## config.mk

```make
export PLATFORM = sky130hd
export DESIGN_NAME = gop_round_robin_splitter
export DESIGN_NICKNAME = d
export VERILOG_FILES = /design/src/grrs_pkg.sv /design/src/grrs_cnt_mem.sv /design/src/grrs_seq.sv /design/src/gop_round_robin_splitter.sv
export VERILOG_INCLUDE_DIRS = /design/src /design/src/src
export SDC_FILE = /design/constraint.sdc
export NUM_CORES = 1
export LEC_CHECK = 0
export ABC_CLOCK_PERIOD_IN_PS = 4100
export BUFFER_PORTS_ARGS = -buffer_cell sky130_fd_sc_hd__buf_2
export CORE_UTILIZATION = 40
export DETAILED_ROUTE_END_ITERATION = 8
export REMOVE_ABC_BUFFERS = 1
export SLEW_MARGIN = 5
export SYNTH_ARGS = -nofsm -noshare
export SYNTH_HDL_FRONTEND = slang
export SYNTH_SLANG_ARGS = --single-unit
```

## constraint.sdc

```tcl
create_clock -name clk_i -period 4.1 [get_ports clk_i]
set_input_delay 0.205 -clock clk_i [delete_from_list [all_inputs] [get_ports clk_i]]
set_output_delay 0.205 -clock clk_i [all_outputs]
set_load 0.05 [all_outputs]
```

## src/assert_macros.svh

```systemverilog
// Assertion macros shared by the splitter RTL.
`ifndef ASSERT_MACROS_SVH
`define ASSERT_MACROS_SVH
`ifndef ASSERT_OFF
`define ASSERT_RST(lbl, clk, rst_n, prop) \
  lbl: assert property (@(posedge clk) disable iff (!rst_n) (prop)) \
    else $error("assertion failed");
`define ASSERT_ALWAYS(lbl, clk, prop) \
  lbl: assert property (@(posedge clk) (prop)) \
    else $error("assertion failed");
`else
`define ASSERT_RST(lbl, clk, rst_n, prop)
`define ASSERT_ALWAYS(lbl, clk, prop)
`endif
`endif

```

## src/grrs_pkg.sv

```systemverilog
// Types and codes shared by the GOP round-robin splitter.
package grrs_pkg;

  typedef enum logic [1:0] {
    OP_MEDIA = 2'd0,
    OP_RESET = 2'd1,
    OP_END   = 2'd2,
    OP_NONE  = 2'd3
  } op_e;

  typedef enum logic [1:0] {
    PK_DATA  = 2'd0,
    PK_RESET = 2'd1,
    PK_END   = 2'd2
  } pkt_kind_e;

  typedef enum logic [2:0] {
    S_IDLE,
    S_SYNTH,
    S_DATA,
    S_LOCAL,
    S_BCAST,
    S_ERR
  } state_e;

  // codec ranges
  localparam logic [2:0] CODEC_MVC  = 3'd2;
  localparam logic [2:0] CODEC_MP4V = 3'd5;

  // frame kinds
  localparam logic [2:0] FK_PPS  = 3'd1;
  localparam logic [2:0] FK_IDR  = 3'd3;
  localparam logic [2:0] FK_IPIC = 3'd4;

  // register index, taken from paddr[2]
  localparam logic CFG_IDX_SPLIT = 1'b0;
  localparam logic CFG_IDX_SYNC  = 1'b1;

  localparam int unsigned ADDR_W = 3;

  typedef struct packed {
    logic [4:0] split_count;
    logic       sync_wr;
    logic       sync_val;
  } cfg_t;

endpackage

```

## src/grrs_cnt_mem.sv

```systemverilog
// Per-lane unit counter memory: sync read, valid bits, write forwarding.
`include "assert_macros.svh"
module grrs_cnt_mem #(
  parameter int unsigned MAX_LANES = 16,
  parameter int unsigned LANE_W    = 4
) (
  input  logic              clk_i,
  input  logic              rst_ni,
  input  logic [LANE_W-1:0] rd_addr_i,
  input  logic              we_i,
  input  logic [LANE_W-1:0] wr_addr_i,
  input  logic [31:0]       wr_data_i,
  output logic [31:0]       rd_data_o
);
  logic [31:0]          mem_q [MAX_LANES];
  logic [MAX_LANES-1:0] vld_q;
  logic [31:0]          mem_rd_q;
  logic                 vld_rd_q;
  logic                 fwd_q;
  logic [31:0]          fwd_data_q;

  always_ff @(posedge clk_i) begin
    if (we_i) begin
      mem_q[wr_addr_i] <= wr_data_i;
    end
    mem_rd_q   <= mem_q[rd_addr_i];
    fwd_data_q <= wr_data_i;
  end

  always_ff @(posedge clk_i or negedge rst_ni) begin
    if (!rst_ni) begin
      vld_q    <= '0;
      vld_rd_q <= 1'b0;
      fwd_q    <= 1'b0;
    end else begin
      if (we_i) begin
        vld_q[wr_addr_i] <= 1'b1;
      end
      vld_rd_q <= vld_q[rd_addr_i];
      // same-entry write at the read edge: the array still holds the old word
      fwd_q    <= we_i && (wr_addr_i == rd_addr_i);
    end
  end

  assign rd_data_o = fwd_q ? fwd_data_q : (vld_rd_q ? mem_rd_q : 32'd0);

  `ASSERT_RST(fwd_after_write, clk_i, rst_ni, fwd_q |-> $past(we_i))

endmodule

```

## src/grrs_seq.sv

```systemverilog
// Splitter sequencer: item decode, result steps, counter update, output register.
`include "assert_macros.svh"
module grrs_seq #(
  parameter int unsigned MAX_LANES = 16,
  parameter int unsigned LANE_W    = 4
) (
  input  logic              clk_i,
  input  logic              rst_ni,
  input  grrs_pkg::cfg_t    cfg_i,
  input  logic              in_valid_i,
  output logic              in_stall_o,
  input  logic [1:0]        op_i,
  input  logic [2:0]        codec_i,
  input  logic [2:0]        frame_kind_i,
  input  logic              is_key_i,
  input  logic [31:0]       frame_number_i,
  input  logic [15:0]       base_route_i,
  output logic              out_valid_o,
  input  logic              out_stall_i,
  output logic [16:0]       out_route_o,
  output logic [31:0]       unit_number_o,
  output logic [1:0]        packet_kind_o,
  output logic              synthesized_o,
  output logic              codec_error_o,
  output logic              last_of_run_o,
  output logic [LANE_W-1:0] mem_rd_addr_o,
  output logic              mem_we_o,
  output logic [LANE_W-1:0] mem_wr_addr_o,
  output logic [31:0]       mem_wr_data_o,
  input  logic [31:0]       mem_rd_data_i
);
  import grrs_pkg::*;

  localparam int unsigned TOT_W = $clog2(MAX_LANES + 1);

  state_e            state_q, state_d;
  logic [LANE_W-1:0] lane_q, lane_d;
  logic [LANE_W-1:0] res_lane_q, res_lane_d;
  logic [31:0]       prev_frame_q, prev_frame_d;
  logic              prev_valid_q, prev_valid_d;
  logic              sync_active_q, sync_active_d;
  logic [15:0]       base_q, base_d;
  pkt_kind_e         kind_q, kind_d;

  logic              out_valid_q;
  logic [16:0]       out_route_q, out_route_d;
  logic [31:0]       out_unit_q, out_unit_d;
  pkt_kind_e         out_kind_q, out_kind_d;
  logic              out_synth_q, out_synth_d;
  logic              out_err_q, out_err_d;
  logic              out_last_q, out_last_d;
  logic              out_ld;
  logic              out_free;

  logic [TOT_W-1:0]  total;
  logic [LANE_W:0]   lane_nx;
  logic [LANE_W-1:0] lane_adv;
  logic              is_avc, is_mpv, is_param, is_bound, sync_after, bcast_last;

  // lane count clamped to 1..MAX_LANES
  always_comb begin
    if (cfg_i.split_count == 5'd0) begin
      total = TOT_W'(1);
    end else if (32'(cfg_i.split_count) > 32'(MAX_LANES)) begin
      total = TOT_W'(MAX_LANES);
    end else begin
      total = TOT_W'(cfg_i.split_count);
    end
  end

  assign lane_nx    = {1'b0, lane_q} + (LANE_W + 1)'(1);
  assign lane_adv   = (32'(lane_nx) >= 32'(total)) ? '0 : lane_nx[LANE_W-1:0];
  assign bcast_last = (32'(res_lane_q) + 32'd1) >= 32'(total);

  assign is_avc     = codec_i <= CODEC_MVC;
  assign is_mpv     = (codec_i > CODEC_MVC) && (codec_i <= CODEC_MP4V);
  assign is_param   = (frame_kind_i >= FK_PPS) && (frame_kind_i <= FK_IDR);
  assign is_bound   = prev_valid_q && (prev_frame_q != 32'd0) &&
                      (frame_number_i != prev_frame_q);
  assign sync_after = is_param ? 1'b0 : sync_active_q;

  assign out_free   = !out_valid_q || !out_stall_i;
  assign in_stall_o = (state_q != S_IDLE);

  always_comb begin
    state_d       = state_q;
    lane_d        = lane_q;
    res_lane_d    = res_lane_q;
    prev_frame_d  = prev_frame_q;
    prev_valid_d  = prev_valid_q;
    sync_active_d = sync_active_q;
    base_d        = base_q;
    kind_d        = kind_q;
    out_ld        = 1'b0;
    mem_we_o      = 1'b0;
    out_route_d   = 17'(base_q) + 17'(res_lane_q);
    out_unit_d    = mem_rd_data_i;
    out_kind_d    = PK_DATA;
    out_synth_d   = 1'b0;
    out_err_d     = 1'b0;
    out_last_d    = 1'b0;

    unique case (state_q)
      S_IDLE: begin
        if (in_valid_i) begin
          base_d     = base_route_i;
          kind_d     = (op_i == OP_END) ? PK_END : PK_RESET;
          res_lane_d = lane_q;
          unique case (op_i)
            OP_MEDIA: begin
              if (is_avc) begin
                sync_active_d = sync_after;
                prev_frame_d  = frame_number_i;
                prev_valid_d  = 1'b1;
                if (is_param && is_bound) begin
                  state_d = S_SYNTH;
                end else if (!(sync_after && !is_key_i)) begin
                  state_d = S_DATA;
                end
              end else if (is_mpv) begin
                prev_frame_d = frame_number_i;
                prev_valid_d = 1'b1;
                state_d      = ((frame_kind_i == FK_IPIC) && is_bound) ? S_SYNTH : S_DATA;
              end else begin
                state_d = S_ERR;
              end
            end
            OP_RESET, OP_END: state_d = S_LOCAL;
            OP_NONE:          state_d = S_IDLE;
          endcase
        end
      end
      S_SYNTH: begin
        if (out_free) begin
          out_ld      = 1'b1;
          mem_we_o    = 1'b1;
          out_kind_d  = PK_RESET;
          out_synth_d = 1'b1;
          lane_d      = lane_adv;
          res_lane_d  = lane_adv;
          state_d     = S_DATA;
        end
      end
      S_DATA: begin
        if (out_free) begin
          out_ld     = 1'b1;
          mem_we_o   = 1'b1;
          out_last_d = 1'b1;
          state_d    = S_IDLE;
        end
      end
      S_LOCAL: begin
        if (out_free) begin
          out_ld     = 1'b1;
          mem_we_o   = 1'b1;
          out_kind_d = PK_RESET;
          res_lane_d = '0;
          state_d    = S_BCAST;
        end
      end
      S_BCAST: begin
        if (out_free) begin
          out_ld     = 1'b1;
          mem_we_o   = 1'b1;
          out_kind_d = kind_q;
          if (bcast_last) begin
            out_last_d   = 1'b1;
            prev_valid_d = 1'b0;
            lane_d       = lane_adv;
            state_d      = S_IDLE;
          end else begin
            res_lane_d = res_lane_q + LANE_W'(1);
          end
        end
      end
      S_ERR: begin
        if (out_free) begin
          out_ld      = 1'b1;
          out_route_d = '0;
          out_unit_d  = '0;
          out_err_d   = 1'b1;
          out_last_d  = 1'b1;
          state_d     = S_IDLE;
        end
      end
      default: state_d = S_IDLE;
    endcase

    if (cfg_i.sync_wr) begin
      sync_active_d = cfg_i.sync_val;
    end
  end

  assign mem_rd_addr_o = res_lane_d;
  assign mem_wr_addr_o = res_lane_q;
  assign mem_wr_data_o = mem_rd_data_i + 32'd1;

  always_ff @(posedge clk_i or negedge rst_ni) begin
    if (!rst_ni) begin
      state_q       <= S_IDLE;
      lane_q        <= '0;
      res_lane_q    <= '0;
      prev_frame_q  <= '0;
      prev_valid_q  <= 1'b0;
      sync_active_q <= 1'b0;
      out_valid_q   <= 1'b0;
    end else begin
      state_q       <= state_d;
      lane_q        <= lane_d;
      res_lane_q    <= res_lane_d;
      prev_frame_q  <= prev_frame_d;
      prev_valid_q  <= prev_valid_d;
      sync_active_q <= sync_active_d;
      if (out_ld) begin
        out_valid_q <= 1'b1;
      end else if (!out_stall_i) begin
        out_valid_q <= 1'b0;
      end
    end
  end

  always_ff @(posedge clk_i) begin
    base_q <= base_d;
    kind_q <= kind_d;
    if (out_ld) begin
      out_route_q <= out_route_d;
      out_unit_q  <= out_unit_d;
      out_kind_q  <= out_kind_d;
      out_synth_q <= out_synth_d;
      out_err_q   <= out_err_d;
      out_last_q  <= out_last_d;
    end
  end

  assign out_valid_o   = out_valid_q;
  assign out_route_o   = out_route_q;
  assign unit_number_o = out_unit_q;
  assign packet_kind_o = out_kind_q;
  assign synthesized_o = out_synth_q;
  assign codec_error_o = out_err_q;
  assign last_of_run_o = out_last_q;

  `ASSERT_ALWAYS(err_is_last, clk_i, (out_valid_q && out_err_q) |-> out_last_q)
  `ASSERT_RST(out_from_busy, clk_i, rst_ni, $rose(out_valid_q) |-> $past(state_q != S_IDLE))
  `ASSERT_RST(bcast_in_range, clk_i, rst_ni, (state_q == S_BCAST) |-> (32'(res_lane_q) < 32'(total)))

endmodule

```

## src/gop_round_robin_splitter.sv

```systemverilog
// GOP round-robin splitter top level: register port, sequencer, counter memory.
//
//  port group   dir   handshake               payload
//  in           in    in_valid_i/in_stall_o   op, codec, frame_kind, is_key, frame_number,
//                                             base_route
//  out          out   out_valid_o/out_stall_i out_route, unit_number, packet_kind,
//                                             synthesized, codec_error, last_of_run
//  cfg          in    psel/penable/pready     paddr, pwdata, pwrite, prdata
//
// An item is accepted, then its results are produced one after another, each a
// read-increment-write of one lane counter in the single memory (media 1 or 2
// results, reset/end 1 + lane count).
// Dropped items and op 3 give no result, an unsupported codec one error result with no counter write.
// Counters read as zero after reset through per-lane valid bits; no clearing pass.
// out_stall_i holds the sequencer; no new item is taken until the last result is
// in the output register.
module gop_round_robin_splitter #(
  parameter int unsigned MAX_LANES = 16
) (
  input  logic                          clk_i,
  input  logic                          rst_ni,
  input  logic                          psel,
  input  logic                          penable,
  input  logic                          pwrite,
  input  logic [grrs_pkg::ADDR_W-1:0]   paddr,
  input  logic [31:0]                   pwdata,
  output logic [31:0]                   prdata,
  output logic                          pready,
  input  logic                          in_valid_i,
  output logic                          in_stall_o,
  input  logic [1:0]                    op_i,
  input  logic [2:0]                    codec_i,
  input  logic [2:0]                    frame_kind_i,
  input  logic                          is_key_i,
  input  logic [31:0]                   frame_number_i,
  input  logic [15:0]                   base_route_i,
  output logic                          out_valid_o,
  input  logic                          out_stall_i,
  output logic [16:0]                   out_route_o,
  output logic [31:0]                   unit_number_o,
  output logic [1:0]                    packet_kind_o,
  output logic                          synthesized_o,
  output logic                          codec_error_o,
  output logic                          last_of_run_o
);
  import grrs_pkg::*;

  localparam int unsigned LANE_W = (MAX_LANES > 1) ? $clog2(MAX_LANES) : 1;

  logic [4:0]        split_q;
  logic              sync_q;
  logic              cfg_wr;
  cfg_t              cfg;
  logic [LANE_W-1:0] mem_rd_addr;
  logic              mem_we;
  logic [LANE_W-1:0] mem_wr_addr;
  logic [31:0]       mem_wr_data;
  logic [31:0]       mem_rd_data;

  assign pready = 1'b1;
  assign cfg_wr = psel && penable && pwrite && pready;

  always_ff @(posedge clk_i or negedge rst_ni) begin
    if (!rst_ni) begin
      split_q <= 5'd1;
      sync_q  <= 1'b0;
    end else if (cfg_wr) begin
      if (paddr[2] == CFG_IDX_SPLIT) begin
        split_q <= pwdata[4:0];
      end else begin
        sync_q <= pwdata[0];
      end
    end
  end

  always_comb begin
    if (paddr[2] == CFG_IDX_SYNC) begin
      prdata = {31'd0, sync_q};
    end else begin
      prdata = {27'd0, split_q};
    end
  end

  assign cfg.split_count = split_q;
  assign cfg.sync_wr     = cfg_wr && (paddr[2] == CFG_IDX_SYNC);
  assign cfg.sync_val    = pwdata[0];

  grrs_seq #(
    .MAX_LANES(MAX_LANES),
    .LANE_W   (LANE_W)
  ) u_seq (
    .clk_i         (clk_i),
    .rst_ni        (rst_ni),
    .cfg_i         (cfg),
    .in_valid_i    (in_valid_i),
    .in_stall_o    (in_stall_o),
    .op_i          (op_i),
    .codec_i       (codec_i),
    .frame_kind_i  (frame_kind_i),
    .is_key_i      (is_key_i),
    .frame_number_i(frame_number_i),
    .base_route_i  (base_route_i),
    .out_valid_o   (out_valid_o),
    .out_stall_i   (out_stall_i),
    .out_route_o   (out_route_o),
    .unit_number_o (unit_number_o),
    .packet_kind_o (packet_kind_o),
    .synthesized_o (synthesized_o),
    .codec_error_o (codec_error_o),
    .last_of_run_o (last_of_run_o),
    .mem_rd_addr_o (mem_rd_addr),
    .mem_we_o      (mem_we),
    .mem_wr_addr_o (mem_wr_addr),
    .mem_wr_data_o (mem_wr_data),
    .mem_rd_data_i (mem_rd_data)
  );

  grrs_cnt_mem #(
    .MAX_LANES(MAX_LANES),
    .LANE_W   (LANE_W)
  ) u_cnt_mem (
    .clk_i    (clk_i),
    .rst_ni   (rst_ni),
    .rd_addr_i(mem_rd_addr),
    .we_i     (mem_we),
    .wr_addr_i(mem_wr_addr),
    .wr_data_i(mem_wr_data),
    .rd_data_o(mem_rd_data)
  );

endmodule

```

==> results.md, run 1 <==
- RePlAce Congestion: just under 0.8
- Die footprint: 72750 um2
- Layout cells sized above 1: 0.2054
- DR WL/cell: ~22 um
- Synth Register Bits: just over 700
- Initial antenna violation count: 0
- Post-synthesis cell area: around 29000 um2
- Setup TNS: 0 ns
- Met3 wire length: 3336 um
- Worst slew pin tran: 1.225 ns
- Final hold violation count: 0
- Leak pwr: around 12 nW
- CP cell instances: ha_1, ha_1, o211ai_1, o21ai_1, a211oi_1, a221oi_2, a21o_1, o211ai_4, buf_12, o22ai_1, or4_1
- Post-synth EDFFs: around 580
- Hold WS: about 0.04 ns
- Crit path largest cell delay: 0.57 ns
- Post-Place Setup Slack: about 0.18 ns
- Antenna cell count: 0
- Htree depth: 3
- GR Overflow Total: 0
- CP arrival: 4.38 ns
- Crit Path Category: flip-flop to flip-flop
- Floorplan row count: 97
- Post-Syn Instances: between 1500 and 2000
- Inst Count DP: 2925
- Area Growth Syn to Fin: 20.43%
- F_max: 255.9 MHz
- Ys flop type: edfxtp_1
- Seq/Total Area, Yosys: 0.7175
- Worst skew pair latency: 0.63 ns
- PwrDens: about 830 nW/um2
- Period utilization: 0.9530
- Post-synth top area cell: edfxtp_1
- Tot Pwr: about 0.029 W
- Final Critical Period: 3.907 ns
- Most frequent CP cell: ha_1
- Area contributors post-synth: edfxtp_1, mux2i_1, dfrtp_1
- CTS Root Buffer Type: clkbuf_16
- Highest routed metal layer: met4
- CP Data Required Time: about 4.6 ns
- Die H: 269.7 um
- Status: completed
- CP Capture Type: flip-flop
- RSZ-0062 raised after global routing: no
- Starting Density: 0.4066
- Syn Area/Cell: 15.72 um2
- Ys async rst share: 0.09749
- Slowest cell on the critical path: o211ai_4
- CP top delay family: compound AO/OA/AOI/OAI gates
- # Post-CTS Setup Buffers: 0
- Num CTS Buffers: 77
- Peak VDD IR: 0.4111 mV
- Max Cap Viol: 0
- Met2 WL post-DR: ~35000 um
- Crit path max fanout: 11
- Number of DRC markers in iteration 0: about 1200
- Total track usage: 0.1897
- Most frequent cells in the layout: edfxtp_1, mux2i_1, o22ai_1
- I/O pins: about 190
- Hpwl dp: 38740 um
- Clk_skew: around 0.025 ns
- Total vias in the final route: around 17000
- Critical Path Source Type: flip-flop
- Longest Clk Path Bufs: 3
- Largest net degree at the start of global routing: 55
- Share of the synthesized area in the top cell type: 0.6117
- Non-filler cells, final: between 3000 and 4000
- Chip width: 269.7 um
- Sum of buffers and inverters on the critical path: 1
- Final WL: 69310 um
- Most common cell after layout, fill and taps aside: edfxtp_1
- Hold crit path type: primary input to flip-flop
- Slew Limit Fails: 0
- Final setup margin: roughly 0.19 ns
- NumNets Final: roughly 2200
- Max_slew headroom: 0.1778
- Core box area: 70510 um2
- Routed Antenna Nets: 0
- IO buf count: 130
- First-pass GRT wire length: ~100000 um
- CTS tree: done
- Drt drc: 0
- Vias in the first global route: 16790
- Clock slew at reported path FFs: 0.06 ns
- CTS Sinks: 718
- Yosys warns: 0
- Detailed-route vias per instance: between 5 and 6
- Setup Viol. Count Final: 0
- Synth cell types: 66
- 1st-pass router iterations: 6
- Met1 WL: around 29000 um
==> sequential cells by signal, summed over array words and instances, names as in the netlist, 2 cells and up <==
| signal | cells |
|---|---|
| u_seq.packet_kind_o | 2 |
| split_q | 5 |
| u_cnt_mem.vld_q | 16 |
| u_cnt_mem.fwd_data_q | 32 |
| u_seq.mem_wr_addr_o | 4 |
| u_cnt_mem.mem_q | 512 |
| u_seq.out_route_o | 17 |
| u_seq.base_q | 16 |
| u_cnt_mem.mem_rd_q | 32 |
| u_seq.lane_q | 4 |
| u_seq.prev_frame_q | 32 |
| u_seq.state_q | 3 |
| u_seq.unit_number_o | 32 |
| u_seq.kind_q | 2 |
==> tightest hold or removal path, delay by kind of cell <==
| kind | cells | cell delay [ns] |
|---|---|---|
| buffers and inverters | 1 | 0.10 |
| and+or+nand+nor | 2 | 0.31 |
==> cell usage after synthesis, drive strengths merged (13+ instances only) <==
cell type and number:
dfrtp 69, mux2i 266, mux2 39, o21ai 28, o22ai 132, nor2b 15
nor4 20, a22oi 27, nor2 91, nand3 19, buf 79, inv 20
xnor2 24, or2 19, xor2 48, a21oi 24, or4 34, dfxtp 64
ha 23, nand2 48, edfxtp 584, nand4 13, clkbuf 25, nor3 19
==> stage by stage <==
step	area, um2	utilization
floorplan	28210	-
global placement	31300	0.4439
detailed placement	31300	0.4439
CTS	34490	0.4891
global route	34530	0.4896
finish	34530	0.4896
==> kinds of logic after synthesis <==
kind of cell,synth area share
compound gates,0.05922
xor+xnor,0.02200
fa+ha+maj,0.01074
buf+inv,0.02204
flops,0.7175
mux,0.1082
other cells,0.0002619
simple gates,0.06005
==> area by class of cell <==
cell class | instances | area (um2)
fill | 5883 | 35990
sequential | 718 | 20570
multi-input combinational | 1008 | 7774
timing repair buffer | 299 | 2345
clock buffer | 109 | 2180
tap | 940 | 1176
clock inverter | 32 | 405.4
inverter | 20 | 75.07
==> power breakdown <==
group	switching, W	internal [W]
clock network	0.00280	0.00418
registers	0.000617	0.0105
logic	0.00675	0.00379
total	0.0102	0.0185
==> final timing paths <==
check,depth (start not counted),slack (ns),end,from
min in group asynchronous,2,0.24,u_seq.prev_frame_q[18],rst_ni
worst max-delay path,11,0.19,u_cnt_mem.mem_rd_q[4],u_seq.lane_q[0]
worst max register to register,11,0.19,u_cnt_mem.mem_rd_q[4],u_seq.lane_q[0]
worst min-delay path,3,0.04,u_seq.out_valid_o,out_stall_i
max in group asynchronous,3,2.84,u_cnt_mem.fwd_q,rst_ni
worst min register to register,1,0.46,u_cnt_mem.vld_q[9],u_cnt_mem.vld_q[9]
==> repair_timing <==
item	in CTS	in global routing
setup endpoints to repair	0	64
hold buffers	60	0
hold endpoints to repair	89	0
gates resized for setup	0	4
==> metal layers <==
metal  global-route usage  vias to the layer above
met5                    0                        -
met4              0.06534                        0
met3              0.02779                      116
met2               0.3273                      414
met1               0.2437                     8514
li1                     -                     7636
No activity file was read; power rests on OpenSTA's default activity.
==> run 2: changes to the inputs <==
--- a/config.mk
+++ b/config.mk
@@ -7,11 +7,12 @@
 export NUM_CORES = 1
 export LEC_CHECK = 0
 export ABC_CLOCK_PERIOD_IN_PS = 4100
-export BUFFER_PORTS_ARGS = -buffer_cell sky130_fd_sc_hd__buf_2
-export CORE_UTILIZATION = 40
+export CORE_UTILIZATION = 50
 export DETAILED_ROUTE_END_ITERATION = 8
+export DONT_BUFFER_PORTS = 1
+export PLACE_DENSITY = 0.68
 export REMOVE_ABC_BUFFERS = 1
-export SLEW_MARGIN = 5
+export SLEW_MARGIN = 10
 export SYNTH_ARGS = -nofsm -noshare
 export SYNTH_HDL_FRONTEND = slang
 export SYNTH_SLANG_ARGS = --single-unit
==> results.md, run 2 (synthesis results as in run 1) <==
- 1st-pass router iterations: 5 (was 6)
- Status: completed (unchanged)
- Crit Path Category: flip-flop to flip-flop (unchanged)
- Most frequent cells in the layout: edfxtp_1, mux2i_1, o22ai_1 (unchanged)
- Period utilization: 0.9427 (was 0.9530)
- Reg-to-Reg End: u_cnt_mem.mem_q[3][26] (was u_cnt_mem.mem_rd_q[4])
- Clk_skew: 0.03043 ns (was 0.02470 ns)
- Most common cell after layout, fill and taps aside: edfxtp_1 (unchanged)
- Die footprint: 58300 um2 (was 72750 um2)
- Critical Path Source Type: flip-flop (unchanged)
- PwrDens: 837.7 nW/um2 (was 828.9 nW/um2)
- Antenna cell count: 0 (unchanged)
- Drt drc: 0 (unchanged)
- IO buf count: 0 (was 130)
- Initial antenna violation count: 0 (unchanged)
- Largest register FFs: 512 (unchanged)
- Routed Antenna Nets: 0 (unchanged)
- Total track usage: 0.2332 (was 0.1897)
- Chip width: 241.5 um (was 269.7 um)
- Largest net degree at the start of global routing: 71 (was 55)
- Final Critical Period: 3.865 ns (was 3.907 ns)
- Setup Viol. Count Final: 0 (unchanged)
- Starting Density: 0.5075 (was 0.4066)
- Number of DRC markers in iteration 0: 1161 (was 1176)
- Largest Register: u_cnt_mem.mem_q (unchanged)
- Hold WS: 0.05325 ns (was 0.04050 ns)
- First-pass GRT wire length: 99300 um (was 103700 um)
- I/O pins: 188 (unchanged)
- RePlAce Congestion: 0.8164 (was 0.7916)
- Post-Place Setup Slack: 0.1505 ns (was 0.1830 ns)
- GR Overflow Total: 0 (unchanged)
- Leak pwr: 11.56 nW (was 12.21 nW)
- NumNets Final: 2101 (was 2247)
- # Post-CTS Setup Buffers: 0 (unchanged)
- CTS Sinks: 718 (unchanged)
- DR WL/cell: 23.90 um (was 22.17 um)
- Peak VDD IR: 0.4361 mV (was 0.4111 mV)
- Floorplan row count: 87 (was 97)
- Vias in the first global route: 16290 (was 16790)
- Max Cap Viol: 0 (unchanged)
- Hpwl dp: 36690 um (was 38740 um)
- RSZ-0062 raised after global routing: no (unchanged)
- CTS tree: done (unchanged)
- M2 GR Usage: 0.4044 (was 0.3273)
- Gr busiest metal: met2 (unchanged)
- Crit path max fanout: 17 (was 11)
- CP Data Required Time: 4.37 ns (was 4.57 ns)
- Detailed-route vias per instance: 5.839 (was 5.336)
- Final hold violation count: 0 (unchanged)
- Total vias in the final route: 16320 (was 16680)
- Worst skew pair latency: 0.62 ns (was 0.63 ns)
- Clock slew at reported path FFs: 0.06 ns (about the same)
- CP arrival: 4.13 ns (was 4.38 ns)
- Worst slew pin tran: 1.233 ns (was 1.225 ns)
- Slew Limit Fails: 0 (unchanged)
- Max_slew headroom: 0.1722 (was 0.1778)
- M1 GR Usage: 0.3011 (was 0.2437)
- Die H: 241.5 um (was 269.7 um)
- Layout cells sized above 1: 0.1481 (was 0.2054)
- Area Growth Syn to Fin: 16.62% (was 20.43%)
- CP Capture Type: flip-flop (unchanged)
- Hold path startpoint: pwrite (was out_stall_i)
- Final setup margin: 0.2348 ns (was 0.1926 ns)
- Hold Path Sink: split_q[3] (was u_seq.out_valid_o)
- Hold Path Stages: 2 (was 3)
- Longest Clk Path Bufs: 3 (unchanged)
- Reg2reg setup slack: 0.23 ns (was 0.19 ns)
- Num CTS Buffers: 73 (was 77)
- R2R depth: 9 (was 11)
- Final WL: 66810 um (was 69310 um)
- Htree depth: 3 (unchanged)
- CTS Root Buffer Type: clkbuf_16 (unchanged)
- F_max: 258.7 MHz (was 255.9 MHz)
- GR Layer Usage met3: 0.03156 (was 0.02779)
- Hold crit path type: primary input to flip-flop (unchanged)
- Core box area: 56500 um2 (was 70510 um2)
- Reg2reg start: u_cnt_mem.vld_rd_q (was u_seq.lane_q[0])
run 2: final cells by class:
cell class,instances,area (um2)
fillers,4164,23060
clock inverters,30,324.1
clock buffers,106,2146
inverters,20,75.07
multi-input cells,1008,7774
repair buffers,157,1599
flip-flops and latches,718,20570
well taps,756,945.9
run 2: what timing repair did:
item | in CTS | in global routing
setup endpoints to repair | 0 | 32
hold buffers | 66 | 0
resized for setup | 0 | 2
hold endpoints to repair | 133 | 0
run 2: worst max path at each step:
stage | startpoint | end | slack [ns] | depth (start not counted)
floorplan | u_seq.state_q[2] | u_seq.mem_wr_addr_o[1] | -18.83 | 4
CTS | u_cnt_mem.vld_rd_q | u_cnt_mem.mem_q[12][30] | 0.11 | 10
finish | u_cnt_mem.vld_rd_q | u_cnt_mem.mem_q[3][26] | 0.23 | 9
detailed placement | u_cnt_mem.vld_rd_q | u_cnt_mem.mem_q[7][30] | 0.15 | 10
global placement | u_cnt_mem.vld_rd_q | u_cnt_mem.mem_q[6][26] | 0.30 | 9
global route | u_seq.mem_wr_addr_o[1] | u_cnt_mem.mem_rd_q[18] | 0.005 | 14
run 2: metal layers:
metal | up-vias | routed length [um]
li1 | 7344 | -
met1 | 8357 | 28060
met2 | 486 | 33790
met3 | 133 | 3259
met4 | 0 | 1702
met5 | - | 0
run 2: report_power, final:
| group | leakage, nW | total [W] | switching, W | internal, W |
|---|---|---|---|---|
| Combinational | 3.58 | 0.00910 | 0.00559 | 0.00351 |
| Clock | 1.21 | 0.00674 | 0.00276 | 0.00398 |
| Sequential | 6.78 | 0.0122 | 0.00166 | 0.0105 |
run 2: worst max-delay path, cell delays in order (launching register included):
cell	delay, ns
dfrtp_1	0.34
buf_4	0.27
nand2_1	0.07
o21ai_0	0.33
ha_1	0.40
and3_1	0.29
nand3_1	0.16
nand2b_1	0.24
or4b_1	0.56
xor2_1	0.86
run 2: through the flow:
step	cell area, um2	utilization	power [W]	instances	TNS [ns]
final	33440	0.5918	0.02801	2795	0
after global routing	33440	0.5918	0.02926	2795	0
after CTS	33400	0.5912	0.02814	2795	0
after detailed placement	30250	0.5354	0.02131	2593	0
after global placement	30250	0.5354	0.02102	2593	0
after floorplan	28210	-	0.01678	1746	-670.99
